==> src/design/wsae_pkg.sv <==
package wsae_pkg;

    // Configuration port
    localparam int CFG_IDX_W  = 8;
    localparam int CFG_DATA_W = 7;

    localparam logic [CFG_IDX_W-1:0] REG_POSITION_WINDOW = 8'd0;
    localparam logic [CFG_IDX_W-1:0] REG_VELOCITY_WINDOW = 8'd1;

    localparam logic [CFG_DATA_W-1:0] RESET_POSITION_WINDOW = 7'd35;
    localparam logic [CFG_DATA_W-1:0] RESET_VELOCITY_WINDOW = 7'd55;

    // Field widths
    localparam int POS_W = 32;
    localparam int RES_W = 16;

    // Result queue
    localparam int OUTQ_DEPTH = 3;
    localparam int OUTQ_PTR_W = 2;
    localparam int OUTQ_CNT_W = 2;

    typedef logic [RES_W-1:0] res_t;

    // Per-tick strobes shared by all lanes
    typedef struct packed {
        logic load;       // transaction accepted: write position, read both tails
        logic vel_write;  // stage 1 holds an item: store its speed
        logic fwd_hit;    // velocity tail was written on the load edge
    } lane_ctl_t;

endpackage

==> src/design/wsae_lane.sv <==
module wsae_lane #(
    parameter int MAX_WINDOW = 64
) (
    input  logic                            aclk,
    input  logic                            aresetn,
    input  wsae_pkg::lane_ctl_t             lane_ctl,
    input  logic [$clog2(MAX_WINDOW)-1:0]   pos_wr_addr,
    input  logic [$clog2(MAX_WINDOW)-1:0]   pos_rd_addr,
    input  logic [$clog2(MAX_WINDOW)-1:0]   vel_rd_addr,
    input  logic [$clog2(MAX_WINDOW)-1:0]   vel_wr_addr,
    input  wsae_pkg::res_t                  position_lo,
    output wsae_pkg::res_t                  speed,
    output wsae_pkg::res_t                  accel
);

    // Low 16 bits of each difference depend only on low 16 bits of the
    // operands, so both rings hold 16-bit words.
    wsae_pkg::res_t pos_mem [MAX_WINDOW];
    wsae_pkg::res_t vel_mem [MAX_WINDOW];

    logic [MAX_WINDOW-1:0] pos_vld_reg;
    logic [MAX_WINDOW-1:0] vel_vld_reg;

    wsae_pkg::res_t pos_s1_reg;
    wsae_pkg::res_t pos_tail_reg;
    wsae_pkg::res_t vel_tail_reg;
    wsae_pkg::res_t spd_prev_reg;
    logic           pos_tail_vld_reg;
    logic           vel_tail_vld_reg;

    wsae_pkg::res_t pos_tail;
    wsae_pkg::res_t vel_tail;

    always_ff @(posedge aclk) begin
        if (lane_ctl.load) begin
            pos_mem[pos_wr_addr] <= position_lo;
            pos_tail_reg         <= pos_mem[pos_rd_addr];
            vel_tail_reg         <= vel_mem[vel_rd_addr];
            pos_s1_reg           <= position_lo;
            spd_prev_reg         <= speed;
        end
        if (lane_ctl.vel_write) begin
            vel_mem[vel_wr_addr] <= speed;
        end
    end

    // Slots never written read as zero
    always_ff @(posedge aclk) begin
        if (!aresetn) begin
            pos_vld_reg      <= '0;
            vel_vld_reg      <= '0;
            pos_tail_vld_reg <= 1'b0;
            vel_tail_vld_reg <= 1'b0;
        end else begin
            if (lane_ctl.load) begin
                pos_vld_reg[pos_wr_addr] <= 1'b1;
                pos_tail_vld_reg         <= pos_vld_reg[pos_rd_addr];
                vel_tail_vld_reg         <= vel_vld_reg[vel_rd_addr];
            end
            if (lane_ctl.vel_write) begin
                vel_vld_reg[vel_wr_addr] <= 1'b1;
            end
        end
    end

    always_comb begin
        pos_tail = pos_tail_vld_reg ? pos_tail_reg : '0;
        if (lane_ctl.fwd_hit) begin
            vel_tail = spd_prev_reg;
        end else begin
            vel_tail = vel_tail_vld_reg ? vel_tail_reg : '0;
        end
        speed = pos_s1_reg - pos_tail;
        accel = speed - vel_tail;
    end

endmodule

==> config.mk <==
export PLATFORM = sky130hd
export DESIGN_NAME = wsae_lane
export DESIGN_NICKNAME = d
export VERILOG_FILES = /design/src/design/wsae_pkg.sv /design/src/design/wsae_lane.sv
export SDC_FILE = /design/constraint.sdc
export NUM_CORES = 2
export LEC_CHECK = 0
export BUFFER_PORTS_ARGS = -buffer_cell sky130_fd_sc_hd__clkbuf_2
export CAP_MARGIN = 20
export CORE_MARGIN = 1.5
export CORE_UTILIZATION = 48
export CTS_CLUSTER_SIZE = 28
export DETAILED_ROUTE_END_ITERATION = 8
export PLACE_DENSITY = 0.73
export RECOVER_POWER = 25
export SYNTH_ARGS = -nofsm -noshare
export SYNTH_HDL_FRONTEND = slang
export SYNTH_SLANG_ARGS = --single-unit
==> constraint.sdc <==
create_clock -name aclk -period 7.66 [get_ports aclk]
set_input_delay 0.766 -clock aclk [delete_from_list [all_inputs] [get_ports aclk]]
set_output_delay 0.766 -clock aclk [all_outputs]
set_load 0.005 [all_outputs]
Word level (Yosys, flattened, before mapping)
Memories as Yosys holds them, arrays and structs flattened. A register that Yosys moved wholly into a read port is not among the register bits.
Cells that the tools add are included.
- bits in read-only memories: 0
- memory bits (writable): 2048
- register bits: 162
- bits of input ports: 45
- logic and storage cells: 35
- output and inout port bits: 32
- memories kept: 2
- latch bits: 0
- memories (name ; words ; bits a word ; read ports ; clocked after memory_dff ; write ports ; RTL line ; RTL):
    pos_mem ; 64 ; 16 ; 1 ; 1 ; 1 ; wsae_lane.sv:18 ; wsae_pkg::res_t pos_mem [MAX_WINDOW];
    vel_mem ; 64 ; 16 ; 1 ; 1 ; 1 ; wsae_lane.sv:19 ; wsae_pkg::res_t vel_mem [MAX_WINDOW];
- $lt $le $gt $ge: 6
- divide/modulo/power cells: 0
- bitwise operators: 2
- reduce and logical (&&, ||, !) cells: 2
- mux-type cells: 15
- equal/unequal tests: 0
- multiply operators: 0
- $add $sub $neg: 2
- shifts and indexed selects: 0
- operator list (kind ; count):
    64-bit bitwise OR ; 2
    16-bit 2-to-1 mux ; 3
    16-bit subtractor ; 2
    6-bit by 7-bit less-than comparator with 1-bit output, second input constant ; 4
    1-bit binary-select mux with 6-bit select ; 2
    1-bit demux with 6-bit select ; 2
    6-bit by 1-bit greater-or-equal comparator with 1-bit output, second input constant ; 2
    1-bit 2-to-1 mux ; 8
    1-bit logical AND ; 2

Longest topological paths before layout
- depth in word-level cells: 5
- gate-level depth with buffers: 19
- gate-level depth less buffers: 18

Worst setup path before layout
No wires, ideal clock.
- path type: flip-flop to output port
- start point: register pos_tail_vld_reg
- end point: output accel[14]
- path slack: 1.109 ns
- data required time: 6.894 ns
- arrival time: 5.785 ns
- stages on the path, launching flop included: 18
- path buffers: 2
- cells stage by stage: dfxtp_1 clkbuf_1 clkbuf_1 nand2_1 ha_1 nor2b_1 o21a_1 nor2_1 xnor2_1 ha_1 a21oi_1 nor2b_1 a311o_1 a311oi_1 nor3_1 o31a_1 a211oi_1 xnor2_1
- word-level cells in the longest chain between the ends: 3
- ends and longest elaborated chain (what ; RTL line ; RTL):
    from (decl) ; wsae_lane.sv:28 ; logic pos_tail_vld_reg;
    from (signal assigned) ; wsae_lane.sv:57 ; pos_tail_vld_reg <= pos_vld_reg[pos_rd_addr];
    16-bit 2-to-1 mux ; wsae_lane.sv:67 ; pos_tail = pos_tail_vld_reg ? pos_tail_reg : '0;
    16-bit subtractor ; wsae_lane.sv:73 ; speed = pos_s1_reg - pos_tail;
    via speed[3] ; wsae_lane.sv:12 ; output wsae_pkg::res_t speed,
    16-bit subtractor ; wsae_lane.sv:74 ; accel = speed - vel_tail;
    to (decl) ; wsae_lane.sv:13 ; output wsae_pkg::res_t accel
The timed path passes the listed nets, and every way through them passes these cells.

Final worst setup path
- start point: register pos_tail_vld_reg
- end point: output accel[15]
- word-level cells in the longest chain between the ends: 3
- ends and longest elaborated chain (what ; RTL line):
    16-bit 2-to-1 mux ; wsae_lane.sv:67
    16-bit subtractor ; wsae_lane.sv:73
    16-bit subtractor ; wsae_lane.sv:74
Every way passes these cells.

==> flow_summary_export.csv <==
group,metric,value,unit
cells_and_area,utilization,54.60,%
placed_design,dp_slack,2.064,ns
sta,rsz0062_at_grt,"no",
worst_setup_path,cp.arrival,5.70,ns
flow_run,maxCapViolCount,17,
drt,ant_nets,0,
floorplan,dieArea,0.1826,mm^2
sta,holdWs,0.3787,ns
floorplan,core,0.1786,mm^2
floorplan,std_cell_rows,155,
worst_setup_path,worst-path-buf-inv,2,
worst_setup_path,worstRegToRegCells,14,
power_and_ir_drop,clockPowerShare,39.5,%
synth,avgSynthCellArea,23.41,um^2
synth,yosysUniqueCellTypes,62,
synth,syn_area,0.08642,mm^2
cells_and_area,reg_top3,"pos_mem: 1024 flops, vel_mem: 1024 flops",
clock_network,cts_buffer_depth,3,
synth,synth-warning-count,0,
synth,yosys_register_bits,2242,
power_and_ir_drop,cell_internal_pwr,19890,uW
clock_network,cts.sinks,2242,
synth,synth_edf_count,2112,
worst_setup_path,max_stage_delay,0.69,ns
sta,hold_viol,0,
drt,drc,0,
placed_design,dpl.hpwl,110.8,mm
grt,grt_max_degree,117,
clock_network,cts_htree_levels,4,
worst_setup_path,required,6.89,ns
clock_network,clkTransAtPathRegs,0.07,ns
worst_hold_path,hp-class,"input port to flop",
floorplan,die_w,427.3,um
cells_and_area,drive_gt1_share,33.26,%
worst_setup_path,path_depth,18,
clock_network,cts_tree,"done",
grt,grt-ovfl-total,0,
cells_and_area,layout_commonest_cell,"edfxtp_1",
cells_and_area,nNetsFinal,4042,
floorplan,die_y,427.3,um
worst_setup_path,crit_fanout,67,
drt,wl_per_cell,31.02,um
grt,track_usage,22.34,%
sta,slew_violations,1123,
sta,finalSetupViolations,0,
status,violations,"max-capacitance violations, max-slew violations",
synth,synth_top_flop_cell,"edfxtp_1",
worst_setup_path,critical_path.top_delay_family,"compound AO/OA/AOI/OAI gates",
synth,synthCells,3691,
power_and_ir_drop,total_power,25500,uW
clock_network,clk_latency,0.87,ns
clock_network,cts_root_buf,"clkbuf_16",
placed_design,routabilityCongestion,0.8608,
grt,grt_pass1_wl,289.2,mm
power_and_ir_drop,p_seq_share,53.9,%
power_and_ir_drop,power.switching,5619,uW
sta,timing.slew.headroom,-169.4,%
drt,first_pass_iters,6,
drt,routed_wl,202.1,mm
synth,synth_seq_area_share,76.40,%
worst_setup_path,startpoint_type,"flop",
worst_hold_path,hold_depth,2,
sta,worst_slew_pin_slew,4.041,ns
sta,period_share,84.42,%
clock_network,post-cts-setup-buffers,0,
grt,antenna_found_initial,16,
sta,worst_slack,1.193,ns
status,status,"finished with violations",
clock_network,cts_resized,0,
sta,fin_setup_tns,0,ns
power_and_ir_drop,power_switching_share,22.03,%
placed_design,io_buffers,76,
worst_setup_path,cp_cell_sequence,"nand2_1, ha_1, nor2b_1, o31ai_4, a21oi_1, o21a_1, a21bo_2, a41o_1, nor2_1, xnor2_2, buf_4, ha_1, and3_1, nand2_1, or3_1, a31oi_2, xnor3_1, clkbuf_2",
drt,first_iter_violations,4901,
worst_setup_path,worstSetupEndpointType,"primary output",
power_and_ir_drop,p_leak,0.03025,uW
sta,skew,0.08031,ns
synth,async_reset_ff_share,0,%
cells_and_area,area_delta_synth_final,12.85,%
clock_network,cts_buffers,213,
cells_and_area,final_cell_mix,"edfxtp_1, mux4_2, clkbuf_16",
synth,syn_nets,3766,
worst_setup_path,criticalPathCategory,"flop to primary output",
sta,fmax,154.6,MHz
floorplan,ios,77,
grt,grt_pass1_vias,41090,
drt,vias,40340,
power_and_ir_drop,pwr-share-comb,6.6,%
drt,avgViaCountPerCell,6.191,
floorplan,initial_utilization,48.38,%
sta,period_minus_slack,6.467,ns
power_and_ir_drop,vdd_ir_drop_max,0.2579,mV
clock_network,postCtsHoldBufs,0,
worst_setup_path,slowest_stage,"dfxtp_1",
power_and_ir_drop,p_per_area,261.5,mW/mm^2
[final cells by class]
cell class                      instances  area (um^2)
Clock inverter                        119         1056
Inverter                               15        56.30
Sequential cell                      2242        66020
Fill cell                           12910        81090
Timing Repair Buffer                  253         1818
Clock buffer                          278         5635
Antenna cell                           11        27.53
Multi-Input combinational cell       1242        19960
Tap cell                             2355         2947
[cell usage after synthesis (3+ instances only)]
master,number,area share [%]
nand3_1,12,0.069
nand2_1,36,0.16
or2_2,4,0.029
clkbuf_1,112,0.49
inv_1,15,0.065
nor2b_1,13,0.094
xor2_1,7,0.071
buf_1,21,0.091
nand2b_1,4,0.029
xnor2_1,19,0.19
dfxtp_1,130,3.0
and2_1,6,0.043
nand4b_1,5,0.051
o21ai_0,5,0.029
a21o_1,4,0.035
o21a_1,136,1.2
nand4_1,4,0.029
nor2_1,149,0.65
or3b_2,3,0.030
nand3b_1,10,0.087
buf_2,57,0.33
a211oi_1,6,0.052
a22oi_1,13,0.11
edfxtp_1,2112,73
ha_1,28,0.41
a21oi_1,13,0.075
or3_1,5,0.036
mux4_2,714,19
nor3_1,9,0.052
[final timing paths]
check | to | from | slack [ns]
max | accel[15] | pos_tail_vld_reg | 1.19
min | vel_vld_reg[1] | aresetn | 0.38
max reg2reg | vel_mem[27][14] | pos_tail_vld_reg | 3.03
min reg2reg | pos_vld_reg[58] | pos_vld_reg[58] | 0.46
[cells by family after synthesis]
kind of cell | count (synthesis) | synth area share, %
AO/OA/AOI/OAI | 201 | 1.766
XOR/XNOR | 29 | 0.3402
adder cells (fa/ha/maj) | 30 | 0.4517
buffers and inverters | 207 | 1.000
flip-flops | 2242 | 76.40
multiplexers | 716 | 18.63
AND/OR/NAND/NOR | 266 | 1.412
[per-layer routing]
layer | vias to the layer above | global-route usage [%] | share of wire [%]
li1 | 16320 | - | -
met1 | 21750 | 29.60 | 38
met2 | 1882 | 36.62 | 50
met3 | 378 | 4.517 | 8.1
met4 | 10 | 8.717 | 3.9
met5 | - | 0 | 0.043
[power groups by stage]
stage               Combinational (uW)  Clock, uW  Sequential, uW
floorplan                          979          0           14000
global placement                  1660          0           14000
detailed placement                1700          0           14000
CTS                               1700      10200           13700
global route                      1780      10700           13700
finish                            1690      10100           13700
[per-stage QoR]
| stage | instances | cell area (um^2) |
|---|---|---|
| after floorplan | 3691 | 86420 |
| after global placement | 6101 | 90780 |
| after detailed placement | 6103 | 90810 |
| after CTS | 6500 | 97500 |
| after global routing | 6510 | 97510 |
| final | 6515 | 97520 |
No activity file was read; power rests on OpenSTA's default activity.
