[src/design/wsae_pkg.sv]
package wsae_pkg;

    // Configuration port
    localparam int CFG_IDX_W  = 8;
    localparam int CFG_DATA_W = 7;

    localparam logic [CFG_IDX_W-1:0] REG_POSITION_WINDOW = 8'd0;
    localparam logic [CFG_IDX_W-1:0] REG_VELOCITY_WINDOW = 8'd1;

    localparam logic [CFG_DATA_W-1:0] RESET_POSITION_WINDOW = 7'd35;
    localparam logic [CFG_DATA_W-1:0] RESET_VELOCITY_WINDOW = 7'd55;

    // Field widths
    localparam int POS_W = 32;
    localparam int RES_W = 16;

    // Result queue
    localparam int OUTQ_DEPTH = 3;
    localparam int OUTQ_PTR_W = 2;
    localparam int OUTQ_CNT_W = 2;

    typedef logic [RES_W-1:0] res_t;

    // Per-tick strobes shared by all lanes
    typedef struct packed {
        logic load;       // transaction accepted: write position, read both tails
        logic vel_write;  // stage 1 holds an item: store its speed
        logic fwd_hit;    // velocity tail was written on the load edge
    } lane_ctl_t;

endpackage

[src/design/wsae_index.sv]
module wsae_index #(
    parameter int MAX_WINDOW = 64
) (
    input  logic                                aclk,
    input  logic                                aresetn,
    input  logic                                load,
    input  logic [wsae_pkg::CFG_DATA_W-1:0]     position_window,
    input  logic [wsae_pkg::CFG_DATA_W-1:0]     velocity_window,
    output logic [$clog2(MAX_WINDOW)-1:0]       pos_wr_addr,
    output logic [$clog2(MAX_WINDOW)-1:0]       pos_rd_addr,
    output logic [$clog2(MAX_WINDOW)-1:0]       vel_rd_addr,
    output logic [$clog2(MAX_WINDOW)-1:0]       vel_wr_addr,
    output wsae_pkg::lane_ctl_t                 lane_ctl
);

    localparam int HW = $clog2(MAX_WINDOW);
    localparam int NW = HW + 1;
    localparam int CW = (NW > wsae_pkg::CFG_DATA_W) ? NW : wsae_pkg::CFG_DATA_W;

    function automatic logic [NW-1:0] clamp_window(
        input logic [wsae_pkg::CFG_DATA_W-1:0] w
    );
        logic [CW-1:0] wx;
        logic [CW-1:0] r;
        wx = CW'(w);
        if (wx < CW'(2)) begin
            r = CW'(2);
        end else if (wx > CW'(MAX_WINDOW)) begin
            r = CW'(MAX_WINDOW);
        end else begin
            r = wx;
        end
        return r[NW-1:0];
    endfunction

    // head+1, back to slot 0 at or past the window
    function automatic logic [HW-1:0] next_slot(
        input logic [HW-1:0] idx,
        input logic [NW-1:0] w
    );
        logic [NW-1:0] n;
        n = {1'b0, idx} + NW'(1);
        return (n >= w) ? '0 : n[HW-1:0];
    endfunction

    logic [HW-1:0] ph_reg, ph_next;
    logic [HW-1:0] vh_reg, vh_next;
    logic [HW-1:0] vh_s1_reg, vh_s1_next;
    logic          s1_valid_reg, s1_valid_next;
    logic          fwd_hit_reg, fwd_hit_next;

    logic [NW-1:0] pw;
    logic [NW-1:0] vw;
    logic [HW-1:0] pt;
    logic [HW-1:0] vt;

    always_comb begin
        pw = clamp_window(position_window);
        vw = clamp_window(velocity_window);
        pt = next_slot(ph_reg, pw);
        vt = next_slot(vh_reg, vw);
    end

    always_comb begin
        ph_next       = load ? pt : ph_reg;
        vh_next       = load ? vt : vh_reg;
        vh_s1_next    = load ? vh_reg : vh_s1_reg;
        s1_valid_next = load;
        // item ahead stores its speed on the same edge this tail is read
        fwd_hit_next  = load && s1_valid_reg && (vh_s1_reg == vt);
    end

    always_ff @(posedge aclk) begin
        if (!aresetn) begin
            ph_reg       <= '0;
            vh_reg       <= '0;
            vh_s1_reg    <= '0;
            s1_valid_reg <= 1'b0;
            fwd_hit_reg  <= 1'b0;
        end else begin
            ph_reg       <= ph_next;
            vh_reg       <= vh_next;
            vh_s1_reg    <= vh_s1_next;
            s1_valid_reg <= s1_valid_next;
            fwd_hit_reg  <= fwd_hit_next;
        end
    end

    assign pos_wr_addr        = ph_reg;
    assign pos_rd_addr        = pt;
    assign vel_rd_addr        = vt;
    assign vel_wr_addr        = vh_s1_reg;
    assign lane_ctl.load      = load;
    assign lane_ctl.vel_write = s1_valid_reg;
    assign lane_ctl.fwd_hit   = fwd_hit_reg;

    a_head_range: assert property (@(posedge aclk) disable iff (!aresetn)
        (NW'(ph_reg) < NW'(MAX_WINDOW)) && (NW'(vh_reg) < NW'(MAX_WINDOW)))
        else $error("ring head beyond MAX_WINDOW");

    a_fwd_needs_prior: assert property (@(posedge aclk) disable iff (!aresetn)
        fwd_hit_reg |-> s1_valid_reg && $past(s1_valid_reg))
        else $error("forward hit without a preceding item in stage 1");

endmodule

[config.mk]
export PLATFORM = sky130hd
export DESIGN_NAME = wsae_index
export DESIGN_NICKNAME = d
export VERILOG_FILES = /design/src/design/wsae_pkg.sv /design/src/design/wsae_index.sv
export SDC_FILE = /design/constraint.sdc
export NUM_CORES = 1
export LEC_CHECK = 0
export BUFFER_PORTS_ARGS = -buffer_cell sky130_fd_sc_hd__buf_4
export CAP_MARGIN = 20
export CORE_AREA = 2 2 58 60
export DETAILED_ROUTE_END_ITERATION = 8
export DIE_AREA = 0 0 60 62
export PLACE_DENSITY = 0.79
export REMOVE_ABC_BUFFERS = 1
export SLEW_MARGIN = 20
export SYNTH_ARGS = -nofsm -noshare
export SYNTH_HDL_FRONTEND = slang
export SYNTH_SLANG_ARGS = --single-unit
[constraint.sdc]
create_clock -name aclk -period 5.6 [get_ports aclk]
set_input_delay 1.68 -clock aclk [delete_from_list [all_inputs] [get_ports aclk]]
set_output_delay 1.68 -clock aclk [all_outputs]
set_load 0.02 [all_outputs]
After elaboration in Yosys (flattened, before gate mapping)
Index checks and enable logic that the tools add are counted.

Add/subtract/negate cells: 2. Multiply operators: 0. Multiplexer cells: 6. Bitwise operators: 0. Equal/unequal tests: 1. Shift-type cells: 0. Magnitude comparators: 6. Reduce and logical (&&, ||, !) cells: 2. Div/mod/pow operators: 0.

Operators with widths (number): 7-bit 2-to-1 mux (4); 6-bit by 1-bit adder with 7-bit output, second input constant (2); 7-bit >= comparator (2); 7-bit > comparator, second input constant (2); 7-bit by 2-bit less-than comparator with 1-bit output, second input constant (2); 6-bit 2-to-1 mux (2); 6-bit equality test (1); 1-bit logical AND (2).

Memories: 0. Flip-flop bits (word level): 20. Input bits: 17. Output and inout bits: 27. Latch bits: 0. Bits in writable memories: 0. ROM bits: 0. Logic and storage cells: 22.

Longest topological paths before layout
Word-level depth: 7. Mapped depth: 11. Depth with buffers taken out: 11.

Worst setup path after synthesis
OpenSTA, ideal clock, no wires.

Path type: input to output. Start point: input port position_window[3] (netlist bit). End point: output port pos_rd_addr[2]. Path buffers: 1. Arrival: 3.825 ns. Data required time: 3.920 ns. Path slack: 0.095 ns. Stages: 11. Cells stage by stage: or4_1 -> nor2_1 -> nor3b_1 -> ha_1 -> nand2b_1 -> a21o_1 -> a21o_1 -> a21oi_1 -> o21ai_0 -> clkbuf_1 -> nor2_1.

Longest elaborated chain between the ends: 5. Elaborated cells between the ends (all ways): 6. Classes of those cells: order compare (3); mux (3).

Ends and longest elaborated chain: from (decl) (line wsae_index.sv:7) `input logic [wsae_pkg::CFG_DATA_W-1:0] position_window,`; 7-bit > comparator (line wsae_index.sv:28) `end else if (wx > CW'(MAX_WINDOW)) begin`; 7-bit 2-to-1 mux (line wsae_index.sv:28); 7-bit 2-to-1 mux (*) (line wsae_index.sv:26) `if (wx < CW'(2)) begin`; 7-bit >= comparator (*) (line wsae_index.sv:43) `return (n >= w) ? '0 : n[HW-1:0];`; 6-bit 2-to-1 mux (*) (line wsae_index.sv:43); to (decl) (line wsae_index.sv:10) `output logic [$clog2(MAX_WINDOW)-1:0] pos_rd_addr,`.

Every way passes the cells marked *; elsewhere a longest branch is shown, timed or not.

Final worst setup path
Start point: input port position_window[3] (netlist bit). End point: output port pos_rd_addr[3].

The elaborated chain is that of the path after synthesis.

==> impl_metrics.ini <==
[synth]
synth_async_sr_flop_share_pct = 0
synth_edf_count = 0
synth.area.top_cells = dfxtp_1, ha_1, mux2i_1
syn-cell-area_mm2 = 0.001540
synth.largest_area_cell = dfxtp_1
post_synth.cell_area_avg_um2 = 8.281
synth-seq-area-share_pct = 26.00
ys_ff_latch = 20
yosysTopAreaCellShare_pct = 26.00
synth_warnings = 0
synth_ff_type = dfxtp_1
netlist_instances = 186
synth.distinct_cells = 40

[critical_path]
r2r_setup_slack_ns = 2.71
worstPathRequired_ns = 3.92
cp_max_fo = 7
worst_setup_path_start_kind = input pin
arrival_ns = 3.80
cp_cell_sequence = buf_4 -> or4_1 -> nor2_1 -> nor3b_1 -> ha_1 -> nand2b_1 -> a21o_1 -> a21o_1 -> a21oi_2 -> o21ai_2 -> nor2_1 -> buf_4
slowest_delay_ns = 0.51
path_delay_family = simple AND/OR/NAND/NOR gates
crit_buf_inv = 2
reg2reg_to = fwd_hit_reg
path_depth = 12
rr_worst_depth = 11
critPathSlowestCell = or4_1
path_class = input pin to output pin
regToRegStartpoint = vh_reg[0]
cp-end-kind = output pin

[timing]
relSlewSlack_pct = 65.77
setup_violations = 0
final_hold_viol_count = 0
period_needed_ns = 5.480
finalMaxSlewViolations = 0
fin_crit_sh_pct = 97.86
worstMarginPinSlew_ns = 0.5081
rsz0062_at_grt = false
max_freq_mhz = 182.5
skew_ns = 0.003592

[floorplanning]
fp.dieH_um = 62
start_util_pct = 48.45
core_mm2 = 0.003179
fp.dieArea_mm2 = 0.003720
row_count = 21
die_w_um = 60
io_pins = 44

[final_layout]
seq_area_um2 = 400.4
fillers = 296
area_growth_pct = 26.56
finish.utilization_pct = 61.31
fin_area_mm2 = 0.001949
num_antenna_cells = 0
nets = 260
multi_input_area_mm2 = 0.001067
layout-drive-gt1-share_pct = 24.78

[min_path]
holdCritStartpoint = s1_valid_reg
min_path_type = flip-flop to flip-flop
min_path_cells = 2
worstHoldEndpoint = fwd_hit_reg

[clock_tree]
clk_latency_ns = 0.29
cts.path.max_buffers = 2
cts_setup_buffers = 0
clock_sinks = 20
cts-root-buf = clkbuf_4
hold_buffers = 0
htree_num_levels = 1
cts_buffers = 3
cts_tree = done
clkTransAtPathRegs_ns = 0.12

[placed_design]
gp_congestion = 0.7528
placed_cell_area_mm2 = 0.001882
portBuffers = 43
dp_hpwl_um = 2467

[grt]
antenna_found_initial = 0
use_met2_pct = 30.59
grt_pass1_vias = 1238
grt_busiest_layer = met2
grt_use_met3_pct = 1.242
use_met1_pct = 23.45
grt_usage_pct = 17.77
grt_max_degree = 23
grt_first_pass_wirelength_um = 5147
overflow = 0

[pwr]
p_leak_nw = 0.9594
ir_drop_v = 0.0001501
powerDensity_mw_per_mm2 = 191.1

[detailed_routing]
dr.pass1.iters = 4
drt_iter0_markers = 16
drc = 0
post_drt_wl_per_cell_um = 12.01
ant_nets = 0
viasPerCell = 5.221
routed_wl_um = 3266
vias = 1420

[status]
status = complete, no violations

[job]
cap_violations = 0
==> cell usage after synthesis (3+ instances only) <==
master and instances:
xor2_1 5, o31ai_1 6, a21oi_1 6, ha_1 16, and2_1 4, xnor2_1 6
nor2_1 13, inv_1 9, nand3b_1 6, nor3b_1 3, mux2i_1 10, nor2b_1 12
a21o_1 4, o21ai_0 4, nand2b_1 3, nand2_1 19, buf_4 3, nand3_1 7
clkbuf_1 4, dfxtp_1 20
==> per-stage QoR <==
step / TNS [ns] / hold WS (ns) / setup WS, ns / cells / power (W)
5_1_grt: 0 / 0.5155 / 0.003885 / 272 / 0.0003902
4_1_cts: 0 / 0.4873 / 0.05210 / 272 / 0.0003715
3_3_place_gp: -0.07390 / 0.4653 / -0.02149 / 268 / 0.0002529
3_5_place_dp: -0.4182 / 0.4697 / -0.09128 / 268 / 0.0002547
2_1_floorplan: 0 / 0.4969 / 0.01658 / 177 / 0.0002147
6_report: 0 / 0.4859 / 0.1201 / 272 / 0.0003726
==> cell usage in the layout, fill, tap and decap left out, drive strengths merged, types with 5 or more instances in the layout <==
| cell type | n |
|---|---|
| nor2b | 12 |
| o31ai | 6 |
| nand3 | 7 |
| xor2 | 5 |
| nand3b | 6 |
| nor2 | 13 |
| mux2i | 10 |
| xnor2 | 6 |
| buf | 45 |
| dfxtp | 20 |
| ha | 16 |
| a21oi | 7 |
| nand2 | 20 |
| o21ai | 6 |
| inv | 9 |
==> what timing repair did <==
item | 4_1_cts | 5_1_grt
gates cloned | 0 | 0
pin swaps | 0 | 4
gates resized for setup | 1 | 3
setup endpoints to repair | 6 | 8
==> routing by layer <==
layer / part of all wire (%) / routed length [um] / vias up
li1: - / - / 731
met1: 47 / 1525 / 653
met2: 48 / 1581 / 32
met3: 3.6 / 117 / 4
met4: 1.3 / 42 / 0
met5: 0 / 0 / -
==> worst max-delay path by stage <==
stage	startpoint	end
5_1_grt	position_window[3]	pos_rd_addr[5]
4_1_cts	position_window[3]	pos_rd_addr[2]
3_5_place_dp	position_window[3]	pos_rd_addr[2]
2_1_floorplan	position_window[3]	pos_rd_addr[2]
6_report	position_window[3]	pos_rd_addr[3]
3_3_place_gp	position_window[3]	pos_rd_addr[4]
==> logic make-up after synthesis <==
kind of cell / synth area share, %
adder cells (fa/ha/maj): 13.00
AND/OR/NAND/NOR: 28.59
buffers and inverters: 5.686
flip-flops: 25.99
multiplexers: 6.499
AO/OA/AOI/OAI: 13.97
XOR/XNOR: 6.255
==> report_power, final <==
part | switching (W) | leakage (nW) | internal (W) | total (W)
registers | 0.00000789 | 0.162 | 0.000147 | 0.000154
logic | 0.0000540 | 0.769 | 0.0000469 | 0.000101
clock network | 0.0000450 | 0.0279 | 0.0000722 | 0.000117
total | 0.000107 | 0.959 | 0.000266 | 0.000373
==> worst register-to-register path, cell delays in order, from the launching register on <==
cell and delay [ns]:
dfxtp_1 0.58, ha_1 0.26, nand3_1 0.12, xor2_1 0.20, inv_1 0.07, ha_1 0.29
a21oi_1 0.16, o21ai_0 0.21, a21oi_4 0.30, and2_1 0.21, and2b_1 0.19, nor4_2 0.23
==> final cells by class <==
type / count / share of cell area [%]
tap: 46 / 2.953
timing repair buffer: 45 / 17.33
sequential: 20 / 20.54
clock buffer: 3 / 1.155
multi-input combinational: 148 / 54.75
clock inverter: 1 / 1.540
inverter: 9 / 1.733
(Power assumes the default switching activity.)
