===== config.mk =====
export PLATFORM = sky130hd
export DESIGN_NAME = wsae_outq
export DESIGN_NICKNAME = d
export VERILOG_FILES = /design/src/design/wsae_pkg.sv /design/src/design/wsae_outq.sv
export SDC_FILE = /design/constraint.sdc
export NUM_CORES = 1
export LEC_CHECK = 0
export BUFFER_PORTS_ARGS = -buffer_cell sky130_fd_sc_hd__buf_2
export CORE_MARGIN = 5
export CORE_UTILIZATION = 53
export DETAILED_ROUTE_END_ITERATION = 10
export HOLD_SLACK_MARGIN = 0.08
export PLACE_DENSITY = 0.76
export SLEW_MARGIN = 20
export SYNTH_ARGS = -nofsm -noshare
export SYNTH_HDL_FRONTEND = slang
export SYNTH_SLANG_ARGS = --single-unit

===== constraint.sdc =====
create_clock -name aclk -period 6.95 [get_ports aclk]
set_input_delay 0.695 -clock aclk [delete_from_list [all_inputs] [get_ports aclk]]
set_output_delay 0.695 -clock aclk [all_outputs]
set_load 0.02 [all_outputs]

===== src/design/wsae_pkg.sv =====
package wsae_pkg;

    // Configuration port
    localparam int CFG_IDX_W  = 8;
    localparam int CFG_DATA_W = 7;

    localparam logic [CFG_IDX_W-1:0] REG_POSITION_WINDOW = 8'd0;
    localparam logic [CFG_IDX_W-1:0] REG_VELOCITY_WINDOW = 8'd1;

    localparam logic [CFG_DATA_W-1:0] RESET_POSITION_WINDOW = 7'd35;
    localparam logic [CFG_DATA_W-1:0] RESET_VELOCITY_WINDOW = 7'd55;

    // Field widths
    localparam int POS_W = 32;
    localparam int RES_W = 16;

    // Result queue
    localparam int OUTQ_DEPTH = 3;
    localparam int OUTQ_PTR_W = 2;
    localparam int OUTQ_CNT_W = 2;

    typedef logic [RES_W-1:0] res_t;

    // Per-tick strobes shared by all lanes
    typedef struct packed {
        logic load;       // transaction accepted: write position, read both tails
        logic vel_write;  // stage 1 holds an item: store its speed
        logic fwd_hit;    // velocity tail was written on the load edge
    } lane_ctl_t;

endpackage


===== src/design/wsae_outq.sv =====
module wsae_outq #(
    parameter int DATA_W = 64
) (
    input  logic              aclk,
    input  logic              aresetn,
    input  logic              push,
    input  logic [DATA_W-1:0] push_data,
    input  logic              pop,
    output logic              out_valid,
    output logic [DATA_W-1:0] out_data,
    output logic              can_accept
);

    localparam logic [wsae_pkg::OUTQ_PTR_W-1:0] LAST_PTR =
        wsae_pkg::OUTQ_PTR_W'(wsae_pkg::OUTQ_DEPTH - 1);
    localparam logic [wsae_pkg::OUTQ_CNT_W:0] DEPTH_X =
        (wsae_pkg::OUTQ_CNT_W + 1)'(wsae_pkg::OUTQ_DEPTH);

    logic [DATA_W-1:0] slot_reg [wsae_pkg::OUTQ_DEPTH];

    logic [wsae_pkg::OUTQ_PTR_W-1:0] wr_ptr_reg, wr_ptr_next;
    logic [wsae_pkg::OUTQ_PTR_W-1:0] rd_ptr_reg, rd_ptr_next;
    logic [wsae_pkg::OUTQ_CNT_W-1:0] count_reg, count_next;
    logic                            do_pop;

    assign do_pop = pop && (count_reg != '0);

    always_comb begin
        wr_ptr_next = wr_ptr_reg;
        rd_ptr_next = rd_ptr_reg;
        count_next  = count_reg;
        if (push) begin
            wr_ptr_next = (wr_ptr_reg == LAST_PTR) ? '0 : wr_ptr_reg + 1'b1;
        end
        if (do_pop) begin
            rd_ptr_next = (rd_ptr_reg == LAST_PTR) ? '0 : rd_ptr_reg + 1'b1;
        end
        if (push && !do_pop) begin
            count_next = count_reg + 1'b1;
        end else if (!push && do_pop) begin
            count_next = count_reg - 1'b1;
        end
    end

    always_ff @(posedge aclk) begin
        if (push) begin
            slot_reg[wr_ptr_reg] <= push_data;
        end
    end

    always_ff @(posedge aclk) begin
        if (!aresetn) begin
            wr_ptr_reg <= '0;
            rd_ptr_reg <= '0;
            count_reg  <= '0;
        end else begin
            wr_ptr_reg <= wr_ptr_next;
            rd_ptr_reg <= rd_ptr_next;
            count_reg  <= count_next;
        end
    end

    assign out_valid  = (count_reg != '0);
    assign out_data   = slot_reg[rd_ptr_reg];
    // room for one more item behind the one in stage 1
    assign can_accept = ({1'b0, count_reg} + {{wsae_pkg::OUTQ_CNT_W{1'b0}}, push}) < DEPTH_X;

    a_no_overflow: assert property (@(posedge aclk) disable iff (!aresetn)
        !(push && !do_pop && ({1'b0, count_reg} == DEPTH_X)))
        else $error("result queue overflow");

    a_count_track: assert property (@(posedge aclk) disable iff (!aresetn)
        (push && !do_pop) |=> (count_reg != '0))
        else $error("result queue lost an item");

endmodule


# After elaboration in Yosys (flattened, before gate mapping)
# Memories as Yosys holds them, arrays and structs flattened. A register that Yosys moved wholly into a read port is not among the register bits.
# Index checks and enable logic that the tools add are counted.
[word_totals] mem_count=1 output_inout_bits=66 mem_bits_rw=192 regBits=6
[classes] mux=8 magnitude_cmp=1 reduce_logical=7 addsub=5 n_eq_ne=2
[mem_list] memory="slot_reg" words=3 word_bits=64 read_ports=1 rd_ports_with_merged_regs=1 wr=1 line="wsae_outq.sv:19" source="logic [DATA_W-1:0] slot_reg [wsae_pkg::OUTQ_DEPTH];"
[ops] cell="$mux 2" n=6
[ops] cell="$add 2x1->2 const B" n=3
[ops] cell="$eq 2x2->1 const B" n=2
[ops] cell="$reduce_bool 2->1" n=2
[ops] cell="$add 2x1->3" n=1
[ops] cell="$logic_and 1x1->1" n=3
[ops] cell="$lt 3x2->1 const B" n=1
[ops] cell="$logic_not 1->1" n=2
[ops] cell="$mux 1" n=2
[ops] cell="$sub 2x1->2 const B" n=1

# Logic depth before layout (Yosys ltp)
# Gate-level depths: netlist of run 1.
[depth] ltp_word=5 ltp_mapped=5

# Least setup slack after synthesis of run 1
# OpenSTA, ideal clock, no wires.
[synth_path] kind="input to register" from="input port push" to="memory slot_reg[0][0], enable pin" stages=1 setup_ps=580 arrival_time_ps=5377 n_path_buf=0 slack_ps=993 t_required_ps=6370 path_cell_list="nor3b_1"
[synth_between] elab_chain_cells=2
[synth_rtl] item="start: declaration" line="wsae_outq.sv:6" source="input logic push,"
[synth_rtl] item="$mux 1" line="wsae_outq.sv:46" source="if (push) begin"
[synth_rtl] item="$mux 1 (implied by the code)" line="wsae_outq.sv:47" source="slot_reg[wr_ptr_reg] <= push_data;"
[synth_rtl] item="end: declaration" line="wsae_outq.sv:19"
# Every way passes these cells.

==> summary.md, run 1 <==
| Metric | Value |
|---|---|
| Outcome | `finished, final reports clean` |
| Slew headroom | `about a third` |
| Sink Count | `200` |
| R2r worst-path depth | `2` |
| Commonest cells in the synthesized netlist | `edfxtp_1 (192), nand2_1 (68), mux2i_1 (64), o21ai_1 (64), clkbuf_1 (10)` |
| Minimum clock period | `around 3000 ps` |
| WL/cell | `16.9 um` |
| Register bit count reported by yosys | `200` |
| Unrepaired setup endpoints after global routing | `false` |
| Latest clock arrival within the worst-skew pair | `420 ps` |
| Post-route cell area | `roughly 8900 um^2` |
| Post-synthesis sequential area ratio | `approximately 80%` |
| Pre-antenna DRT Iters | `4` |
| Worst-margin pin slew | `992 ps` |
| Synthesis Warnings | `0` |
| Row count | `43` |
| Gr usage total | `between 15 and 20%` |
| Crit-path cells | `buf_4 > nand2_1 > o21ai_1 > buf_2` |
| Share of post-route cells with drive strength above 1 | `between 20% and 30%` |
| Largest net degree at the start of global routing | `69` |
| CTS buffer count | `17` |
| Slowest-stage cell, CP | `dfxtp_4` |
| Asr flop ratio synth | `0%` |
| WHS Path Cells | `1` |
| Vias | `3984` |
| Total core area | `13800 um^2` |
| Remaining DRCs | `0` |
| Vias per cell | `5.18` |
| P_int | `roughly 2.2 mW` |
| Syn Nets | `between 500 and 600` |
| Switching share of power | `a little over a quarter` |
| Post-synthesis cell count | `440` |
| Global-route wire length before repair | `around 20 mm` |
| Die Wd | `approximately 130 um` |
| Max H-tree Level | `4` |
| Hpwl dp | `8.06 mm` |
| Cell Pwr Density | `approximately 340 nW/um^2` |
| Initial antenna violation count | `1` |
| Combinational power share | `slightly below 20%` |
| Slew Limit Fails | `0` |
| Number of distinct library cells after synthesis | `24` |
| CP arrival | `between 2000 and 2500 ps` |
| Layout Nets | `647` |
| F_max | `about 340 MHz` |
| P_leak | `3.05 nW` |
| Routed wire length | `13.0 mm` |
| ANT nets after route | `0` |
| Top cell type by total area after synthesis | `edfxtp_1` |
| Clock Power Share | `31.9%` |
| Final-report setup violation count | `0` |
| DRT iter0 DRCs | `~230` |
| Hold crit path type | `in -> reg` |
| Yosys top cell area share | `77.4%` |
| Synthesized area | `7450 um^2` |
| Initial core utilization | `between 50% and 60%` |
| Setup CP Type | `reg -> out` |
| Synthesized area per cell | `approximately 17 um^2` |
| Clock buffer depth | `2` |
| Reg clk slew, reported paths | `approximately 70 ps` |
| Area of the die | `between 15000 and 20000 um^2` |
| GP Congestion | `~0.74` |
| Final hold vios | `0` |
| I/O Pins | `134` |
| Synth area leaders | `edfxtp_1 (77%), mux2i_1 (8.6%), o21ai_1 (4.3%), nand2_1 (3.4%), dfxtp_1 (2.2%)` |
| Sw power | `between 0.8 and 0.9 mW` |
| Dpl cell area | `8290 um^2` |
| VDD IR max | `between 200 and 250 uV` |
| N_diodes | `0` |
| Root Buffer | `clkbuf_16` |
| P&R area growth vs syn | `19.3%` |
| CP Capture Type | `output pin` |
| Grt ovf | `0` |
| Port buffer count | `133` |
| CP peak stage delay | `roughly 750 ps` |
| EDFF count, synth | `192` |
| Setup TNS Final | `0 ps` |
| Vias in the first global route | `around 4000` |
| CTS tree | `done` |
| Post-CTS Setup Bufs | `0` |
| Peak fanout along the critical path | `68` |
| Total power | `3.00 mW` |
| Primary FF master, synth | `edfxtp_1` |
| Max reg flops | `approximately 190` |
| Post-CTS Resized | `0` |
| Hold Buf Count CTS | `0` |
| Die height | `approximately 130 um` |
| Critical Path RT | `~6300 ps` |
| Clk_skew | `a little under 6 ps` |
| Max-cap check violation count | `0` |
| Seq pwr share | `approximately 48%` |
| Startpoint types | `flip-flop` |
| Cell with the most instances after synthesis | `edfxtp_1` |
| Ratio of final minimum period to clock period | `a little over two fifths` |
cell families (layout without fill, tap and decap cells):
family | count (synthesis) | after routing | share of synthesized area, %
AOI/OAI and AO/OA | 72 | 72 | 5.06
xor gates and xnor gates | 2 | 2 | 0.235
adders and majority gates | 3 | 3 | 0.504
buffers and inverters | 21 | 170 | 1.78
DFF | 200 | 200 | 79.6
muxes | 64 | 64 | 8.60
and+or+nand+nor | 78 | 78 | 4.25
final timing paths:
| path | start | to | slack [ps] |
|---|---|---|---|
| max | flip-flop | out_data[26] | 3970 |
| min | push_data[57] | slot_reg[1][57] | 470 |
| min reg2reg | rd_ptr_reg[1] | flip-flop | 490 |
| max reg2reg | wr_ptr_reg[1] | slot_reg[0][6] | 4560 |
layout by cell type (no fill, tap or decap):
cell type,netlist,layout
a21oi_1,1,1
buf_2,4,133
a21boi_1,3,3
inv_6,0,1
dfxtp_1,8,6
clkinvlp_4,0,3
dfxtp_4,0,2
clkbuf_1,10,2
o21a_1,2,2
or3b_1,1,1
buf_4,1,4
nor2_4,0,2
edfxtp_1,192,192
or2_1,1,1
or3_1,2,2
clkinv_4,0,2
o21ai_0,1,1
and2_1,1,1
ha_1,3,3
xor2_1,1,1
buf_16,0,1
mux2i_1,64,64
nor3b_2,0,1
o21ai_2,1,1
clkbuf_8,0,3
o21ai_1,64,64
xnor2_1,1,1
nand2_1,68,68
clkinv_2,0,2
bufinv_16,0,2
clkbuf_16,0,17
nor2b_1,2,2
metal layers:
| metal | vias to the layer above | global-route usage, % | routed length [um] |
|---|---|---|---|
| met5 | - | 0 | 13 |
| met4 | 2 | 6.49 | 234 |
| met3 | 21 | 4.28 | 636 |
| met2 | 100 | 28.1 | 6780 |
| met1 | 1928 | 20.0 | 5300 |
| li1 | 1933 | - | - |
final cells by class:
| type | instances | area, um^2 |
|---|---|---|
| Sequential cell | 200 | 5930 |
| Timing Repair Buffer | 138 | 723 |
| Fill cell | 986 | 4940 |
| Multi-Input combinational cell | 219 | 1410 |
| Clock inverter | 10 | 119 |
| Tap cell | 180 | 225 |
| Clock buffer | 22 | 474 |
metrics by stage:
stage / utilization [%] / hold WS (ps) / setup slack, ps / instances
final: 64.2 / 470 / 3970 / 769
after global routing: 64.2 / 452 / 3700 / 769
after CTS: 64.2 / 452 / 3900 / 769
after detailed placement: 60.0 / 476 / 4060 / 737
after global placement: 59.8 / 450 / 4100 / 736
after floorplan: - / 451 / 993 / 440
worst max-delay path: cells and delay by family, from the launching register on:
family	cells	cell delay, ps
buffers and inverters	2	820
DFF	1	750
AOI/OAI and AO/OA	1	150
and+or+nand+nor	1	90
power groups by stage:
stage	clock, mW	combinational [mW]	sequential [mW]
6_report	0.957	0.597	1.45
4_1_cts	0.975	0.609	1.45
2_1_floorplan	0	0.451	1.44
3_5_place_dp	0	0.609	1.48
3_3_place_gp	0	0.549	1.51
5_1_grt	1.03	0.645	1.46
(Power assumes the default switching activity.)
==> run 2: changes to the inputs <==
Settings changed: CORE_UTILIZATION 53 to 50.
Clock period 6.95 ns to 2.4 ns, I/O delays scaled along.
==> summary.md, run 2 (synthesis gave the netlist of run 1 again) <==
| Metric | Value |
|---|---|
| Setup CP Type | `reg -> out` |
| Grt ovf | `0` |
| CP peak stage delay | `580 ps` |
| I/O Pins | `134` |
| Startpoint types | `flip-flop` |
| Clk_skew | `~6.1 ps` |
| Worst-margin pin slew | `a little under 700 ps` |
| Unrepaired setup endpoints after global routing | `false` |
| Global-route wire length before repair | `23.3 mm` |
| Row count | `44` |
| Ratio of final minimum period to clock period | `slightly below 90%` |
| Layout Nets | `between 700 and 800` |
| CP arrival | `~1800 ps` |
| Routed wire length | `14.2 mm` |
| Crit-path cells | `buf_12 > mux2i_1 > o21ai_1 > buf_2` |
| Most frequent cells in the layout | `edfxtp_1 (192), buf_2 (133), nand2_1 (68)` |
| Final WS setup | `between 300 and 400 ps` |
| Commonest non-fill, non-tap cell in the layout | `edfxtp_1` |
| Clock buffer depth | `2` |
| CTS tree | `done` |
| Initial core utilization | `a little over 50%` |
| Largest net degree at the start of global routing | `slightly above 60` |
| Hold crit path type | `in -> reg` |
| Outcome | `finished, final reports clean` |
| Vias per cell | `5.09` |
| P_leak | `3.36 nW` |
| Slew Limit Fails | `0` |
| F_max | `482 MHz` |
| Total core area | `between 10000 and 15000 um^2` |
| Slew headroom | `between 50 and 60%` |
| Worst path top cell family by delay | `flip-flops` |
| Initial antenna violation count | `0` |
| DRT iter0 DRCs | `~260` |
| ANT nets after route | `0` |
| GP Congestion | `roughly 0.74` |
| Sink Count | `200` |
| Minimum clock period | `between 2000 and 2500 ps` |
| Final hold vios | `0` |
| WL/cell | `~17 um` |
| WHS Path Cells | `2` |
| Reg clk slew, reported paths | `60 ps` |
| Vias in the first global route | `around 4600` |
| Vias | `4290` |
| Pre-antenna DRT Iters | `4` |
| Max-cap check violation count | `0` |
| Hpwl dp | `around 8.6 mm` |
| Post-CTS Resized | `0` |
| Core Util, Final | `65.8%` |
| CP Capture Type | `output pin` |
| CP Buf/Inv Count | `2` |
| Max reg flops | `about 190` |
| Register area | `5930 um^2` |
| Cell Pwr Density | `914 nW/um^2` |
| Footprint of the multi-input gates | `1420 um^2` |
| Die height | `approximately 130 um` |
| Place WS | `around 750 ps` |
| P&R area growth vs syn | `28.9%` |
| VDD IR max | `around 540 uV` |
| Latest clock arrival within the worst-skew pair | `~420 ps` |
| Area of the die | `17400 um^2` |
| CTS buffer count | `17` |
| R2r worst-path depth | `4` |
| N_diodes | `0` |
| Share of post-route cells with drive strength above 1 | `a little over a quarter` |
| Fillers | `slightly above 1000` |
| Final-report setup violation count | `0` |
| Post-CTS Setup Bufs | `0` |
| Peak fanout along the critical path | `34` |
| Slowest-stage cell, CP | `dfxtp_4` |
| Worst path depth | `4` |
| Hold Buf Count CTS | `64` |
| Port buffer count | `roughly 130` |
| Critical Path RT | `~2200 ps` |
| Die Wd | `roughly 130 um` |
| Gr usage total | `16.9%` |
| Max H-tree Level | `4` |
| Root Buffer | `clkbuf_16` |
| Remaining DRCs | `0` |
==> run 2: changes by cell type in the layout (fill, tap and decap cells not counted), moves of 2 or more <==
cell | before | now
clkbuf_8 | 3 | 0
buf_4 | 4 | 9
buf_12 | 0 | 4
dlygate4sd3_1 | 0 | 64
clkbuf_1 | 2 | 4
==> run 2: final timing paths <==
path | from | slack [ps] | to
worst min register to register | rd_ptr_reg[1] | 480 | flip-flop
worst max-delay path | flip-flop | 320 | out_data[35]
worst max register to register | count_reg[0] | 810 | count_reg[1]
worst min-delay path | aresetn | 120 | wr_ptr_reg[0]
==> run 2: layout make-up <==
cell class | instances | share of cell area, %
clock inverter | 9 | 1.33
clock buffer | 21 | 4.59
timing repair buffer | 210 | 15.1
sequential | 200 | 61.8
multi-input combinational | 219 | 14.7
tap | 184 | 2.40
==> run 2: layer usage <==
layer | global-route usage [%] | vias to the layer above | part of all wire [%]
met5 | 0 | - | 0
met4 | 6.23 | 0 | 1.6
met3 | 4.62 | 18 | 5.2
met2 | 28.4 | 110 | 52
met1 | 20.9 | 2085 | 42
li1 | - | 2077 | -
==> run 2: worst reg2reg max path, stage by stage (launching register included) <==
cell,delay [ps]
dfxtp_1,370
o21ai_2,250
ha_1,310
or3_1,400
a21boi_1,180
==> run 2: per-stage QoR <==
| stage | power (mW) | instance area [um^2] | setup TNS [ps] | cells | hold slack [ps] |
|---|---|---|---|---|---|
| detailed placement | 6.05 | 8390 | 0 | 749 | 443 |
| global placement | 6.01 | 8390 | 0 | 749 | 438 |
| finish | 8.77 | 9600 | 0 | 843 | 116 |
| CTS | 8.86 | 9600 | 0 | 843 | 96.2 |
| global route | 9.15 | 9600 | 0 | 843 | 97.4 |
| floorplan | 5.46 | 7470 | -4520 | 440 | 339 |
==> run 2: power by group <==
| part | internal [mW] | switching [mW] |
|---|---|---|
| Clock | 1.62 | 1.11 |
| Sequential | 4.02 | 0.146 |
| Combinational | 0.756 | 1.11 |
| Total | 6.40 | 2.37 |
==> run 3: changes to the inputs <==
--- a/config.mk
+++ b/config.mk
@@ -7,9 +7,11 @@
 export LEC_CHECK = 0
 export BUFFER_PORTS_ARGS = -buffer_cell sky130_fd_sc_hd__buf_2
+export CELL_PAD_IN_SITES_DETAIL_PLACEMENT = 2
+export CELL_PAD_IN_SITES_GLOBAL_PLACEMENT = 2
 export CORE_MARGIN = 5
-export CORE_UTILIZATION = 50
+export CORE_UTILIZATION = 36
 export DETAILED_ROUTE_END_ITERATION = 10
 export HOLD_SLACK_MARGIN = 0.08
-export PLACE_DENSITY = 0.76
+export PLACE_DENSITY_LB_ADDON = 0.1
 export SLEW_MARGIN = 20
 export SYNTH_ARGS = -nofsm -noshare
==> constraint.sdc (replaced) <==
create_clock -name aclk -period 2.4 [get_ports aclk]
set_input_delay 0.24 -clock aclk [delete_from_list [all_inputs] [get_ports aclk]]
set_output_delay 0.24 -clock aclk [all_outputs]
set_load 0.01 [all_outputs]
==> summary.md, run 3 (synthesis gave the netlist of run 1 again) <==
| Metric | Value |
|---|---|
| Outcome | `finished, final reports clean` |
| Hpwl dp | `~11 mm` |
| P_leak | `~3.3 nW` |
| Max H-tree Level | `4` |
| Total core area | `a little over 20000 um^2` |
| Routed wire length | `roughly 18 mm` |
| Layout Nets | `approximately 700` |
| Unrepaired setup endpoints after global routing | `false` |
| WHS Path Cells | `2` |
| Sink Count | `200` |
| CTS tree | `done` |
| Pre-antenna DRT Iters | `4` |
| Ratio of final minimum period to clock period | `between 80% and 90%` |
| Vias in the first global route | `roughly 5200` |
| Vias per cell | `~4.8` |
| Final hold vios | `0` |
| Register area | `slightly below 6000 um^2` |
| Setup TNS Final | `0 ps` |
| Initial antenna violation count | `1` |
| Minimum clock period | `~2100 ps` |
| Max reg flops | `approximately 190` |
| Gr usage total | `15.3%` |
| GP Congestion | `between 0.7 and 0.8` |
| Die Wd | `roughly 150 um` |
| P&R area growth vs syn | `30.0%` |
| Critical Path RT | `roughly 2200 ps` |
| R2r worst-path depth | `3` |
| Latest clock arrival within the worst-skew pair | `between 400 and 500 ps` |
| Port buffer count | `around 130` |
| VDD IR max | `507 uV` |
| Global-route wire length before repair | `28.0 mm` |
| Vias | `approximately 4400` |
| I/O Pins | `about 130` |
| CP arrival | `~1900 ps` |
| Largest net degree at the start of global routing | `65` |
| Grt ovf | `0` |
| Row count | `52` |
| Clock Power Share | `approximately 32%` |
| Remaining DRCs | `0` |
| Most frequent cells in the layout | `edfxtp_1 (192), buf_2 (133), nand2_1 (68)` |
| Slew Limit Fails | `0` |
| Die height | `between 150 and 200 um` |
| Switching share of power | `about a quarter` |
| Cell Pwr Density | `about 900 nW/um^2` |
| Seq pwr share | `48.6%` |
| Clk_skew | `7.20 ps` |
| Worst-margin pin slew | `~570 ps` |
| Hold crit path type | `in -> reg` |
| Root Buffer | `clkbuf_16` |
| Reg clk slew, reported paths | `~70 ps` |
| WL/cell | `approximately 19 um` |
| Share of post-route cells with drive strength above 1 | `27.5%` |
| Combinational power share | `between 10% and 20%` |
| F_max | `472 MHz` |
| Max-cap check violation count | `0` |
| Total power | `between 8 and 9 mW` |
| Slew headroom | `a little over 60%` |
| Peak fanout along the critical path | `21` |
| Post-CTS Resized | `0` |
| Final-report setup violation count | `0` |
| Commonest non-fill, non-tap cell in the layout | `edfxtp_1` |
| DRT iter0 DRCs | `between 150 and 200` |
| Initial core utilization | `36.7%` |
| Setup CP Type | `reg -> out` |
| Startpoint types | `flip-flop` |
| ANT nets after route | `0` |
| P_int | `6.31 mW` |
| CP Capture Type | `output pin` |
| Footprint of the multi-input gates | `1420 um^2` |
| Core Util, Final | `about 48%` |
| Area of the die | `between 20000 and 25000 um^2` |
| Sw power | `between 2 and 2.5 mW` |
| Fillers | `slightly below 2000` |
| CTS buffer count | `17` |
| Clock buffer depth | `2` |
==> run 3: changes by cell type in the layout (fill, tap and decap cells not counted), sizes merged <==
cell	delta
buf	-1
clkbuf	-2
inv	+2
clkinvlp	+2
diode	+1
bufinv	-1
==> run 3: worst max-delay path, stage by stage, from the launching register on <==
cell and delay [ps]:
dfxtp_4 650, buf_4 320, mux2i_1 230, o21ai_1 90, buf_2 160
==> run 3: through the flow <==
stage               instances  hold WS, ps  area [um^2]  setup WS (ps)
global placement          834          438         8480            685
detailed placement        834          444         8480            680
floorplan                 440          339         7470          -70.7
CTS                       929         89.9         9680            217
global route              930         91.4         9680            176
finish                    930          103         9680            283
==> run 3: path summary, 6_finish.rpt <==
check                startpoint              end  slack (ps)
setup / recovery      flip-flop     out_data[33]         280
hold / removal          aresetn    wr_ptr_reg[0]         100
setup reg to reg  wr_ptr_reg[1]  slot_reg[2][40]         810
hold reg to reg   rd_ptr_reg[0]        flip-flop         490
==> run 3: power groups by stage <==
stage               Clock (mW)  Combinational [mW]  Sequential (mW)
floorplan                    0                1.05             4.15
global placement             0                1.59             4.25
detailed placement           0                1.64             4.27
CTS                       2.83                1.73             4.19
global route              3.00                1.83             4.21
finish                    2.76                1.67             4.18
==> run 3: layer usage <==
metal / track usage [%] / part of all wire, % / vias up
met3: 3.68 / 3.7 / 16
met1: 17.8 / 40 / 2265
met4: 3.99 / 0.96 / 0
met2: 28.3 / 55 / 85
li1: - / - / 2081
met5: 0 / 0 / -
==> run 3: timing repair <==
action | in CTS | in global routing
hold buffers | 64 | 0
buffers inserted | 0 | 0
endpoints found under the hold margin | 192 | 0
==> run 3: layout make-up <==
| type | instances | area share, % |
|---|---|---|
| Timing Repair Buffer | 209 | 14.8 |
| Clock buffer | 19 | 4.47 |
| Multi-Input combinational cell | 219 | 14.6 |
| Tap cell | 270 | 3.49 |
| Antenna cell | 1 | 0.0258 |
| Sequential cell | 200 | 61.3 |
| Clock inverter | 12 | 1.32 |
